<file path="config.mk">
export PLATFORM = sky130hd
export DESIGN_NAME = at_response_line_classifier_flat
export DESIGN_NICKNAME = d
export VERILOG_FILES = /design/src/hdl/arlc_pkg.sv /design/src/hdl/arlc_in_if.sv /design/src/hdl/arlc_out_if.sv /design/src/hdl/arlc_datapath.sv /design/src/hdl/arlc_ctrl.sv /design/src/hdl/at_response_line_classifier.sv /design/src/flat_wrapper.sv
export SDC_FILE = /design/constraint.sdc
export NUM_CORES = 1
export LEC_CHECK = 0
export BUFFER_PORTS_ARGS = -buffer_cell sky130_fd_sc_hd__buf_2
export CAP_MARGIN = 15
export CELL_PAD_IN_SITES_DETAIL_PLACEMENT = 0
export CELL_PAD_IN_SITES_GLOBAL_PLACEMENT = 1
export CORE_UTILIZATION = 35
export CTS_CLUSTER_DIAMETER = 60
export DETAILED_ROUTE_END_ITERATION = 12
export HOLD_SLACK_MARGIN = 0.08
export PLACE_DENSITY = 0.58
export SLEW_MARGIN = 20
export SYNTH_ARGS = -nofsm -noshare
export SYNTH_HDL_FRONTEND = slang
export SYNTH_SLANG_ARGS = --single-unit
</file>
<file path="constraint.sdc">
create_clock -name clk_i -period 6.9 [get_ports clk_i]
set_input_delay 0.345 -clock clk_i [delete_from_list [all_inputs] [get_ports clk_i]]
set_output_delay 0.345 -clock clk_i [all_outputs]
set_load 0.005 [all_outputs]
</file>
<file path="src/hdl/arlc_pkg.sv">
// ----------------------------------------------------------------------------
// arlc_pkg
// Shared types and constants of the AT response line classifier.
// ----------------------------------------------------------------------------
package arlc_pkg;

  // Default line buffer size; the longest line holds LINE_BYTES - 1 characters.
  localparam int LINE_BYTES_DEF = 64;

  // Field widths of the item and result beats.
  localparam int CMD_W   = 2;
  localparam int BYTE_W  = 8;
  localparam int MS_W    = 32;
  localparam int RESP_W  = 16;
  localparam int STAT_W  = 2;

  // Reset value of the response capacity register.
  localparam logic [RESP_W-1:0] RESP_CAP_RESET = 16'd256;

  // Line control characters.
  localparam logic [BYTE_W-1:0] CHAR_CR = 8'h0D;
  localparam logic [BYTE_W-1:0] CHAR_LF = 8'h0A;

  // Reply words. The first character sits in the top byte.
  localparam int PREFIX_LEN = 10;
  localparam int PRE_IW     = 4;
  localparam int OK_LEN     = 2;
  localparam int ERROR_LEN  = 5;
  localparam logic [OK_LEN*8-1:0]     WORD_OK    = "OK";
  localparam logic [ERROR_LEN*8-1:0]  WORD_ERROR = "ERROR";
  localparam logic [PREFIX_LEN*8-1:0] WORD_CME   = "+CME ERROR";
  localparam logic [PREFIX_LEN*8-1:0] WORD_CMS   = "+CMS ERROR";

  // Input commands.
  typedef enum logic [CMD_W-1:0] {
    CMD_START = 2'd0,
    CMD_BYTE  = 2'd1,
    CMD_TICK  = 2'd2
  } cmd_e;

  // Final status codes.
  typedef enum logic [STAT_W-1:0] {
    ST_OK       = 2'd0,
    ST_ERROR    = 2'd1,
    ST_TIMEOUT  = 2'd2,
    ST_OVERFLOW = 2'd3
  } status_e;

  // Result kinds.
  localparam logic KIND_CHAR   = 1'b0;
  localparam logic KIND_STATUS = 1'b1;

  // Commands from the controller to the datapath.
  typedef struct packed {
    logic    latch_item;
    logic    do_start;
    logic    do_tick;
    logic    wr_byte;
    logic    clr_len;
    logic    clr_active;
    logic    resp_add;
    logic    rd_clear;
    logic    rd_step;
    logic    load_sep;
    logic    load_char;
    logic    load_status;
    status_e fin_status;
  } arlc_cmd_t;

  // Status from the datapath to the controller.
  typedef struct packed {
    logic [CMD_W-1:0] cmd;
    logic             active;
    logic             byte_cr;
    logic             byte_lf;
    logic             line_full;
    logic             timeout_hit;
    logic             line_empty;
    logic             is_ok;
    logic             is_err;
    logic             cap_zero;
    logic             overflow;
    logic             resp_nonzero;
    logic             stream_last;
    logic             out_free;
  } arlc_stat_t;

endpackage

</file>
<file path="src/hdl/arlc_in_if.sv">
// ----------------------------------------------------------------------------
// arlc_in_if
// Item channel: command, received byte and reply deadline with valid/ready.
// ----------------------------------------------------------------------------
interface arlc_in_if import arlc_pkg::*; ();

  logic              valid;
  logic              ready;
  logic [CMD_W-1:0]  command;
  logic [BYTE_W-1:0] rx_byte;
  logic [MS_W-1:0]   wait_ms;

  modport source (output valid, command, rx_byte, wait_ms, input ready);
  modport sink   (input valid, command, rx_byte, wait_ms, output ready);

endinterface

</file>
<file path="src/hdl/arlc_out_if.sv">
// ----------------------------------------------------------------------------
// arlc_out_if
// Result channel: response characters and final status with valid/ready.
// ----------------------------------------------------------------------------
interface arlc_out_if import arlc_pkg::*; ();

  logic              valid;
  logic              ready;
  logic              kind;
  logic [BYTE_W-1:0] resp_char;
  logic [STAT_W-1:0] status;
  logic              last;

  modport source (output valid, kind, resp_char, status, last, input ready);
  modport sink   (input valid, kind, resp_char, status, last, output ready);

endinterface

</file>
<file path="src/hdl/arlc_datapath.sv">
// ----------------------------------------------------------------------------
// arlc_datapath
// Line memory, prefix registers, counters, timer and result register.
// ----------------------------------------------------------------------------
module arlc_datapath import arlc_pkg::*; #(
  parameter int LINE_BYTES = LINE_BYTES_DEF
) (
  input  logic              clk_i,
  input  logic              rst_ni,
  input  logic              cfg_we_i,
  input  logic [RESP_W-1:0] cfg_wdata_i,
  input  logic [CMD_W-1:0]  command_i,
  input  logic [BYTE_W-1:0] rx_byte_i,
  input  logic [MS_W-1:0]   wait_ms_i,
  input  logic              out_ready_i,
  output logic              out_valid_o,
  output logic              kind_o,
  output logic [BYTE_W-1:0] resp_char_o,
  output logic [STAT_W-1:0] status_o,
  output logic              last_o,
  input  arlc_cmd_t         cmd_i,
  output arlc_stat_t        stat_o
);

  localparam int LEN_W = $clog2(LINE_BYTES);

  // Latched item.
  logic [CMD_W-1:0]  cmd_q;
  logic [BYTE_W-1:0] byte_q;
  logic [MS_W-1:0]   tmo_q;

  // Exchange state.
  logic              active_q, active_d;
  logic [LEN_W-1:0]  len_q, len_d;
  logic [RESP_W-1:0] resp_q, resp_d;
  logic [MS_W-1:0]   elapsed_q, elapsed_d;
  logic [MS_W-1:0]   deadline_q, deadline_d;
  logic [RESP_W-1:0] cap_q;
  logic [LEN_W-1:0]  rd_q, rd_d;

  // Line storage: full line in memory, first characters also in registers.
  logic [BYTE_W-1:0] mem_q [LINE_BYTES];
  logic [BYTE_W-1:0] rdata_q;
  logic [BYTE_W-1:0] pre_q [PREFIX_LEN];

  // Result register.
  logic              out_valid_q;
  logic              kind_q;
  logic [BYTE_W-1:0] char_q;
  logic [STAT_W-1:0] status_q;
  logic              last_q;

  logic [MS_W-1:0]   elapsed_inc;
  logic [RESP_W-1:0] n_ext;
  logic [RESP_W+1:0] need;
  logic              out_free;
  logic              out_load;
  logic              m_ok, m_error, m_cme, m_cms;

  // Saturating millisecond count and the deadline compare.
  assign elapsed_inc = (&elapsed_q) ? elapsed_q : elapsed_q + 32'd1;

  // Line length widened to the response width.
  assign n_ext = {{(RESP_W-LEN_W){1'b0}}, len_q};
  assign need  = {2'b00, resp_q} + {2'b00, n_ext} + 18'd2;

  // Reply word matching on the prefix registers.
  always_comb begin
    m_ok    = 1'b1;
    m_error = 1'b1;
    m_cme   = 1'b1;
    m_cms   = 1'b1;
    for (int i = 0; i < OK_LEN; i++) begin
      m_ok = m_ok & (pre_q[i] == WORD_OK[8*(OK_LEN-1-i) +: 8]);
    end
    for (int i = 0; i < ERROR_LEN; i++) begin
      m_error = m_error & (pre_q[i] == WORD_ERROR[8*(ERROR_LEN-1-i) +: 8]);
    end
    for (int i = 0; i < PREFIX_LEN; i++) begin
      m_cme = m_cme & (pre_q[i] == WORD_CME[8*(PREFIX_LEN-1-i) +: 8]);
      m_cms = m_cms & (pre_q[i] == WORD_CMS[8*(PREFIX_LEN-1-i) +: 8]);
    end
  end

  // Status toward the controller.
  assign out_free = !out_valid_q || out_ready_i;
  always_comb begin
    stat_o.cmd          = cmd_q;
    stat_o.active       = active_q;
    stat_o.byte_cr      = (byte_q == CHAR_CR);
    stat_o.byte_lf      = (byte_q == CHAR_LF);
    stat_o.line_full    = (len_q >= LEN_W'(LINE_BYTES - 2));
    stat_o.timeout_hit  = (elapsed_inc > deadline_q);
    stat_o.line_empty   = (len_q == '0);
    stat_o.is_ok        = (len_q == LEN_W'(OK_LEN)) && m_ok;
    stat_o.is_err       = ((len_q == LEN_W'(ERROR_LEN)) && m_error)
                          || ((len_q >= LEN_W'(PREFIX_LEN)) && (m_cme || m_cms));
    stat_o.cap_zero     = (cap_q == '0);
    stat_o.overflow     = (need >= {2'b00, cap_q});
    stat_o.resp_nonzero = (resp_q != '0);
    stat_o.stream_last  = ({1'b0, rd_q} + {{LEN_W{1'b0}}, 1'b1}) == {1'b0, len_q};
    stat_o.out_free     = out_free;
  end

  // Next values of the exchange state.
  always_comb begin
    active_d   = active_q;
    len_d      = len_q;
    resp_d     = resp_q;
    elapsed_d  = elapsed_q;
    deadline_d = deadline_q;
    rd_d       = rd_q;
    if (cmd_i.do_start) begin
      active_d   = 1'b1;
      len_d      = '0;
      resp_d     = '0;
      elapsed_d  = '0;
      deadline_d = tmo_q;
    end
    if (cmd_i.do_tick) begin
      elapsed_d = elapsed_inc;
    end
    if (cmd_i.wr_byte) begin
      len_d = len_q + LEN_W'(1);
    end
    if (cmd_i.clr_len) begin
      len_d = '0;
    end
    if (cmd_i.clr_active) begin
      active_d = 1'b0;
    end
    if (cmd_i.resp_add) begin
      resp_d = resp_q + n_ext + {{(RESP_W-1){1'b0}}, (resp_q != '0)};
    end
    if (cmd_i.rd_clear) begin
      rd_d = '0;
    end else if (cmd_i.rd_step) begin
      rd_d = rd_q + LEN_W'(1);
    end
  end

  // Control registers.
  always_ff @(posedge clk_i or negedge rst_ni) begin
    if (!rst_ni) begin
      active_q    <= 1'b0;
      len_q       <= '0;
      resp_q      <= '0;
      elapsed_q   <= '0;
      deadline_q  <= '0;
      cap_q       <= RESP_CAP_RESET;
      rd_q        <= '0;
      out_valid_q <= 1'b0;
    end else begin
      active_q   <= active_d;
      len_q      <= len_d;
      resp_q     <= resp_d;
      elapsed_q  <= elapsed_d;
      deadline_q <= deadline_d;
      rd_q       <= rd_d;
      if (cfg_we_i) begin
        cap_q <= cfg_wdata_i;
      end
      if (out_load) begin
        out_valid_q <= 1'b1;
      end else if (out_ready_i) begin
        out_valid_q <= 1'b0;
      end
    end
  end

  // Item latch.
  always_ff @(posedge clk_i) begin
    if (cmd_i.latch_item) begin
      cmd_q  <= command_i;
      byte_q <= rx_byte_i;
      tmo_q  <= wait_ms_i;
    end
  end

  // Line memory with registered read, and the prefix registers.
  always_ff @(posedge clk_i) begin
    if (cmd_i.wr_byte) begin
      mem_q[len_q] <= byte_q;
    end
    rdata_q <= mem_q[rd_d];
  end

  always_ff @(posedge clk_i) begin
    for (int i = 0; i < PREFIX_LEN; i++) begin
      if (cmd_i.wr_byte && (len_q == LEN_W'(i))) begin
        pre_q[i] <= byte_q;
      end
    end
  end

  // Result register payload.
  assign out_load = cmd_i.load_sep || cmd_i.load_char || cmd_i.load_status;
  always_ff @(posedge clk_i) begin
    if (cmd_i.load_status) begin
      kind_q   <= KIND_STATUS;
      char_q   <= '0;
      status_q <= cmd_i.fin_status;
      last_q   <= 1'b0;
    end else if (cmd_i.load_sep) begin
      kind_q   <= KIND_CHAR;
      char_q   <= CHAR_LF;
      status_q <= ST_OK;
      last_q   <= 1'b0;
    end else if (cmd_i.load_char) begin
      kind_q   <= KIND_CHAR;
      char_q   <= rdata_q;
      status_q <= ST_OK;
      last_q   <= stat_o.stream_last;
    end
  end

  assign out_valid_o = out_valid_q;
  assign kind_o      = kind_q;
  assign resp_char_o = char_q;
  assign status_o    = status_q;
  assign last_o      = last_q;

endmodule

</file>
<file path="src/hdl/arlc_ctrl.sv">
// ----------------------------------------------------------------------------
// arlc_ctrl
// Controller: takes items, sequences line evaluation and streaming.
// ----------------------------------------------------------------------------
module arlc_ctrl import arlc_pkg::*; (
  input  logic       clk_i,
  input  logic       rst_ni,
  input  logic       in_valid_i,
  output logic       in_ready_o,
  input  arlc_stat_t stat_i,
  output arlc_cmd_t  cmd_o
);

  typedef enum logic [5:0] {
    S_WAIT = 6'b000001,
    S_EXEC = 6'b000010,
    S_END  = 6'b000100,
    S_SEP  = 6'b001000,
    S_CHR  = 6'b010000,
    S_FIN  = 6'b100000
  } state_e;

  state_e  state_q, state_d;
  status_e fin_q, fin_d;

  // Next state and datapath commands.
  always_comb begin
    state_d          = state_q;
    fin_d            = fin_q;
    in_ready_o       = 1'b0;
    cmd_o            = '0;
    cmd_o.fin_status = fin_q;
    unique case (state_q)
      S_WAIT: begin
        in_ready_o = 1'b1;
        if (in_valid_i) begin
          cmd_o.latch_item = 1'b1;
          state_d          = S_EXEC;
        end
      end
      S_EXEC: begin
        state_d = S_WAIT;
        if (stat_i.cmd == CMD_START) begin
          cmd_o.do_start = 1'b1;
        end else if (stat_i.active) begin
          unique case (stat_i.cmd)
            CMD_TICK: begin
              cmd_o.do_tick = 1'b1;
              if (stat_i.timeout_hit) begin
                cmd_o.clr_active = 1'b1;
                fin_d            = ST_TIMEOUT;
                state_d          = S_FIN;
              end
            end
            CMD_BYTE: begin
              if (stat_i.byte_lf) begin
                state_d = S_END;
              end else if (!stat_i.byte_cr) begin
                cmd_o.wr_byte = 1'b1;
                if (stat_i.line_full) begin
                  state_d = S_END;
                end
              end
            end
            default: begin
              state_d = S_WAIT;
            end
          endcase
        end
      end
      S_END: begin
        // Classify the finished line.
        priority if (stat_i.line_empty) begin
          state_d = S_WAIT;
        end else if (stat_i.is_ok) begin
          cmd_o.clr_len    = 1'b1;
          cmd_o.clr_active = 1'b1;
          fin_d            = ST_OK;
          state_d          = S_FIN;
        end else if (stat_i.is_err) begin
          cmd_o.clr_len    = 1'b1;
          cmd_o.clr_active = 1'b1;
          fin_d            = ST_ERROR;
          state_d          = S_FIN;
        end else if (stat_i.cap_zero) begin
          cmd_o.clr_len = 1'b1;
          state_d       = S_WAIT;
        end else if (stat_i.overflow) begin
          cmd_o.clr_len    = 1'b1;
          cmd_o.clr_active = 1'b1;
          fin_d            = ST_OVERFLOW;
          state_d          = S_FIN;
        end else begin
          cmd_o.resp_add = 1'b1;
          cmd_o.rd_clear = 1'b1;
          state_d        = stat_i.resp_nonzero ? S_SEP : S_CHR;
        end
      end
      S_SEP: begin
        if (stat_i.out_free) begin
          cmd_o.load_sep = 1'b1;
          state_d        = S_CHR;
        end
      end
      S_CHR: begin
        // One line character per beat; the memory read runs one ahead.
        if (stat_i.out_free) begin
          cmd_o.load_char = 1'b1;
          if (stat_i.stream_last) begin
            cmd_o.clr_len = 1'b1;
            state_d       = S_WAIT;
          end else begin
            cmd_o.rd_step = 1'b1;
          end
        end
      end
      S_FIN: begin
        if (stat_i.out_free) begin
          cmd_o.load_status = 1'b1;
          state_d           = S_WAIT;
        end
      end
      default: begin
        state_d = S_WAIT;
      end
    endcase
  end

  // State registers.
  always_ff @(posedge clk_i or negedge rst_ni) begin
    if (!rst_ni) begin
      state_q <= S_WAIT;
      fin_q   <= ST_OK;
    end else begin
      state_q <= state_d;
      fin_q   <= fin_d;
    end
  end

endmodule

</file>
<file path="src/hdl/at_response_line_classifier.sv">
// A timeout status beat is loaded in S_FIN after its tick is evaluated in S_EXEC;
// a line status beat after the ending item passes S_EXEC, S_END and S_FIN.
// A streamed line's first beat, the separator if any, follows S_EXEC and S_END;
// then one beat per cycle while the result channel is free, n characters plus
// the optional separator (one memory read per beat). No new item is taken
// until the last one is done. Reset: async, idle, cap 256.
// ----------------------------------------------------------------------------
// at_response_line_classifier
// Classifies modem AT replies byte by byte and streams response lines.
// ----------------------------------------------------------------------------
module at_response_line_classifier import arlc_pkg::*; #(
  parameter int LINE_BYTES = LINE_BYTES_DEF
) (
  input  logic              clk_i,
  input  logic              rst_ni,
  arlc_in_if.sink           rx_item_i,
  arlc_out_if.source        result_o,
  input  logic              cfg_we_i,
  input  logic [RESP_W-1:0] cfg_wdata_i
);

  arlc_cmd_t  cmd;
  arlc_stat_t stat;
  logic       in_ready;

  assign rx_item_i.ready = in_ready;

  // Controller.
  arlc_ctrl u_ctrl (
    .clk_i      (clk_i),
    .rst_ni     (rst_ni),
    .in_valid_i (rx_item_i.valid),
    .in_ready_o (in_ready),
    .stat_i     (stat),
    .cmd_o      (cmd)
  );

  // Datapath.
  arlc_datapath #(
    .LINE_BYTES (LINE_BYTES)
  ) u_datapath (
    .clk_i        (clk_i),
    .rst_ni       (rst_ni),
    .cfg_we_i     (cfg_we_i),
    .cfg_wdata_i  (cfg_wdata_i),
    .command_i    (rx_item_i.command),
    .rx_byte_i    (rx_item_i.rx_byte),
    .wait_ms_i    (rx_item_i.wait_ms),
    .out_ready_i  (result_o.ready),
    .out_valid_o  (result_o.valid),
    .kind_o       (result_o.kind),
    .resp_char_o  (result_o.resp_char),
    .status_o     (result_o.status),
    .last_o       (result_o.last),
    .cmd_i        (cmd),
    .stat_o       (stat)
  );

endmodule
</file>
<file path="src/flat_wrapper.sv">
// flat-port wrapper written by rule: the top's interface ports become plain ports
module at_response_line_classifier_flat import arlc_pkg::*;
#(
  parameter int LINE_BYTES = LINE_BYTES_DEF
)
  (clk_i, rst_ni, cfg_we_i, cfg_wdata_i, rx_item_i_valid, rx_item_i_command, rx_item_i_rx_byte, rx_item_i_wait_ms, rx_item_i_ready, result_o_valid, result_o_kind, result_o_resp_char, result_o_status, result_o_last, result_o_ready);
  arlc_in_if rx_item_i_i ();
  arlc_out_if result_o_i ();
  input  logic clk_i;
  input  logic rst_ni;
  input  logic cfg_we_i;
  input  logic [RESP_W-1:0] cfg_wdata_i;
  input wire logic [$bits(rx_item_i_i.valid)-1:0] rx_item_i_valid;
  input wire logic [$bits(rx_item_i_i.command)-1:0] rx_item_i_command;
  input wire logic [$bits(rx_item_i_i.rx_byte)-1:0] rx_item_i_rx_byte;
  input wire logic [$bits(rx_item_i_i.wait_ms)-1:0] rx_item_i_wait_ms;
  output wire logic [$bits(rx_item_i_i.ready)-1:0] rx_item_i_ready;
  output wire logic [$bits(result_o_i.valid)-1:0] result_o_valid;
  output wire logic [$bits(result_o_i.kind)-1:0] result_o_kind;
  output wire logic [$bits(result_o_i.resp_char)-1:0] result_o_resp_char;
  output wire logic [$bits(result_o_i.status)-1:0] result_o_status;
  output wire logic [$bits(result_o_i.last)-1:0] result_o_last;
  input wire logic [$bits(result_o_i.ready)-1:0] result_o_ready;
  assign rx_item_i_i.valid = rx_item_i_valid;
  assign rx_item_i_i.command = rx_item_i_command;
  assign rx_item_i_i.rx_byte = rx_item_i_rx_byte;
  assign rx_item_i_i.wait_ms = rx_item_i_wait_ms;
  assign rx_item_i_ready = rx_item_i_i.ready;
  assign result_o_valid = result_o_i.valid;
  assign result_o_kind = result_o_i.kind;
  assign result_o_resp_char = result_o_i.resp_char;
  assign result_o_status = result_o_i.status;
  assign result_o_last = result_o_i.last;
  assign result_o_i.ready = result_o_ready;
  at_response_line_classifier #(.LINE_BYTES(LINE_BYTES)) u_core (.clk_i(clk_i), .rst_ni(rst_ni), .rx_item_i(rx_item_i_i), .result_o(result_o_i), .cfg_we_i(cfg_we_i), .cfg_wdata_i(cfg_wdata_i));
endmodule
</file>
==> qor.yml <==
timing:
  period_share: 0.954
  setup_violations: 0
  fmax_mhz: 152
  clock_skew_ps: 30.6
  report.final.slew_viol_count: 0
  hold_viol: 0
  fin_tns_setup_ps: 0
  max_slew.worst_pin.slew_ps: 1060
  min_period_ps: 6580
  max_slew_margin: 0.294
synthesis:
  synth.top_cell.area_share: 0.582
  ys_ff_latch: 772
  netlist_area_sq_um: 32800
  synth-edff-count: 636
  synth_ff_type: "edfxtp_1"
  ys_warn_count: 0
  syn_area_per_cell_sq_um: 12.9
  yosysTopAreaCell: "edfxtp_1"
  synth_cell_types: 92
  syn_nets: 2682
  syn-instance-count: 2545
  async_flop_share: 0.153
  post_synth_main_area_contributors: "edfxtp_1 58%, dfrtp_1 8.8%, nand2_1 5.1%"
  ys_seq_area_frac: 0.683
detailed_routing:
  ant_nets: 0
  wl_per_cell_um: 22.7
  vias: 21300
  drc_errors: 0
  dr.first_iter.drc_count: 1822
  via_per_inst: 5.28
  firstDrtPassIters: 6
  routed_wirelength_um: 91600
floorplan:
  die_h_um: 308
  die_w_um: 308
  pin_count: 77
  start_util: 0.356
  core_area_sq_um: 92400
  die-area_sq_um: 95100
  fp-row-count: 111
cells_and_area:
  layout_common_cells: "636 x edfxtp_1, 440 x nand2_1, 138 x nor2_1, 116 x dfrtp_1, 115 x o21ai_0"
  nets: 2853
  area_growth_pct: 17.3
  layout_commonest_cell: "edfxtp_1"
  drive_gt1_frac: 0.122
  final_cells: 4037
  fillers: 8610
clock_tree:
  cts_buffer_depth: 3
  cts_tree: "built"
  cts_buffers: 90
  insertion_delay_ps: 660
  clockRootBuffer: "clkbuf_16"
  clkSinkCount: 772
  cts.htree.levels: 3
  clk_pin_slew_ps: 60
worst_setup_path:
  reg2reg_depth: 26
  cp-startpoint: "u_core.u_datapath.resp_q[1]"
  rr_endpoint: "u_core.u_datapath.rdata_q[4]"
  r2r_slack_ps: 320
  critPathKind: "flop to flop"
  arrival_ps: 7100
  endpoint: "u_core.u_datapath.rdata_q[4]"
  crit_fanout: 23
  cp.required_ps: 7420
  endpoint_kind: "flop"
  timing.rr.start: "u_core.u_datapath.resp_q[1]"
  critPathLaunchType: "flop"
global_route:
  grtUsageMet3: 0.0272
  antenna_found_initial: 0
  grt_max_degree: 75
  grt_util_met1: 0.267
  grt_usage: 0.193
  grt_use_met2: 0.315
  grt_busiest_layer: "met2"
  grt_pass1_wl_um: 137000
  grt_overflow: 0
  grt_pass1_vias: 21300
place:
  gp_congestion: 0.857
  place_inst: 3805
  dp_hpwl_um: 59700
  portBuffers: 76
job:
  drv_cap: 0
min_path:
  hold_class: "input pin to flop"
power_and_ir_drop:
  power.leakage_nw: 14.3
  peakVddDrop_uv: 184
  p_per_area_nw_per_um2: 288
outcome:
  status: "finished, final reports clean"
==> what timing repair did <==
| action | CTS | global route |
|---|---|---|
| pin swaps | 0 | 3 |
| endpoints found under the setup margin | 1 | 8 |
| gates cloned | 0 | 0 |
| resized for setup | 1 | 13 |
| buffers inserted | 0 | 1 |
| hold buffers | 60 | 0 |
| endpoints found under the hold margin | 114 | 0 |
==> area by class of cell <==
type	count	area, sq um	share of cell area
diodes	1	2.50	0.0000650
inverters	72	275	0.00715
multi-input cells	1583	9760	0.253
well taps	1243	1560	0.0404
flip-flops and latches	772	22400	0.582
clock buffers	112	2400	0.0624
clock inverters	57	586	0.0152
repair buffers	197	1520	0.0393
==> sequential cells by signal (all words and copies together) (netlist names), 2 cells and up <==
signal / cells
u_core.u_datapath.mem_q: 512
u_core.u_datapath.pre_q: 80
u_core.u_datapath.deadline_q: 32
u_core.u_datapath.elapsed_q: 32
u_core.u_datapath.tmo_q: 32
u_core.u_datapath.cap_q: 16
u_core.u_datapath.resp_q: 16
u_core.u_datapath.byte_q: 8
u_core.u_datapath.rdata_q: 8
u_core.u_datapath.resp_char_o: 8
u_core.u_ctrl.state_q: 6
u_core.u_datapath.len_q: 6
u_core.u_datapath.rd_q: 6
u_core.u_ctrl.fin_q: 2
u_core.u_datapath.cmd_q: 2
u_core.u_datapath.status_o: 2
==> per-stage QoR <==
step                      total power (W)  area [sq um]  setup slack (ps)   util  hold WS [ps]
after floorplan                   0.00604         32800              1140      -          49.4
after CTS                          0.0112         38400              59.7  0.416          99.6
after global routing               0.0115         38500             -2.37  0.417           164
after detailed placement          0.00644         34800             -67.6  0.377           439
after global placement            0.00642         34800              32.5  0.377           436
final                              0.0111         38500               321  0.417           140
==> how the worst min path moves through the flow <==
| stage | cells after the start | from | endpoint | slack, ps |
|---|---|---|---|---|
| detailed placement | 2 | u_core.u_datapath.tmo_q[0] | u_core.u_datapath.deadline_q[0] | 440 |
| finish | 3 | cfg_we_i | u_core.u_datapath.cap_q[8] | 140 |
| CTS | 3 | cfg_we_i | u_core.u_datapath.cap_q[8] | 100 |
| floorplan | 0 | rst_ni | u_core.u_ctrl.fin_q[0] | 50 |
| global route | 3 | cfg_we_i | u_core.u_datapath.cap_q[6] | 160 |
| global placement | 2 | u_core.u_datapath.tmo_q[16] | u_core.u_datapath.deadline_q[16] | 440 |
==> Yosys cell counts (all sizes together), types with 12 or more instances <==
master and count:
ha 69, o31ai 12, o22ai 33, a32oi 13
nand3 112, and2 14, edfxtp 636, dfrtp 116
nor4 38, a221oi 20, clkbuf 56, and3 32
xor2 25, nand2 444, nand4 31, a31oi 38
a21o 19, o21ai 120, buf 62, xnor2 37
a21oi 109, nor3 15, nor2 140, mux2i 88
dfxtp 18, inv 72
==> power breakdown <==
group,switching [W],total [W],internal [W]
combinational,0.000630,0.000901,0.000271
clock,0.00198,0.00474,0.00277
sequential,0.0000715,0.00546,0.00539
total,0.00268,0.0111,0.00843
==> worst max-delay path: stages, from the launching register on <==
cell       delay, ps
dfrtp_1          400
inv_1            100
ha_1             270
inv_1             50
ha_1             220
fa_1             420
nand2_1           80
a21oi_1           60
nor2_1           150
o21ai_0          110
a21oi_1          300
nor2_1           130
nand2_1          100
xnor2_1          130
ha_1             270
a21o_1           190
a21oi_1          130
o21ai_0          160
o2bb2ai_2        200
or4_4            660
nand2_8          180
buf_4            340
mux2i_1          260
o22ai_1          120
a31oi_1          360
nand4b_1         400
or4_1            610
==> layer usage <==
| metal | routed length, um | up-vias |
|---|---|---|
| met5 | 0 | - |
| met4 | 2290 | 0 |
| met3 | 3810 | 139 |
| met2 | 43200 | 535 |
| met1 | 42200 | 10800 |
| li1 | - | 9842 |
==> cell families (layout without fill, tap and decap cells) <==
group | count (synthesis) | after routing | synth area share
multiplexers | 96 | 96 | 0.0306
buffers and inverters | 190 | 438 | 0.0247
flip-flops | 772 | 772 | 0.683
XOR/XNOR | 62 | 62 | 0.0170
AO/OA/AOI/OAI | 436 | 436 | 0.0849
other | 0 | 1 | 0
AND/OR/NAND/NOR | 915 | 915 | 0.131
adder cells (fa/ha/maj) | 74 | 74 | 0.0293
Power figures use the tool's default switching activity.
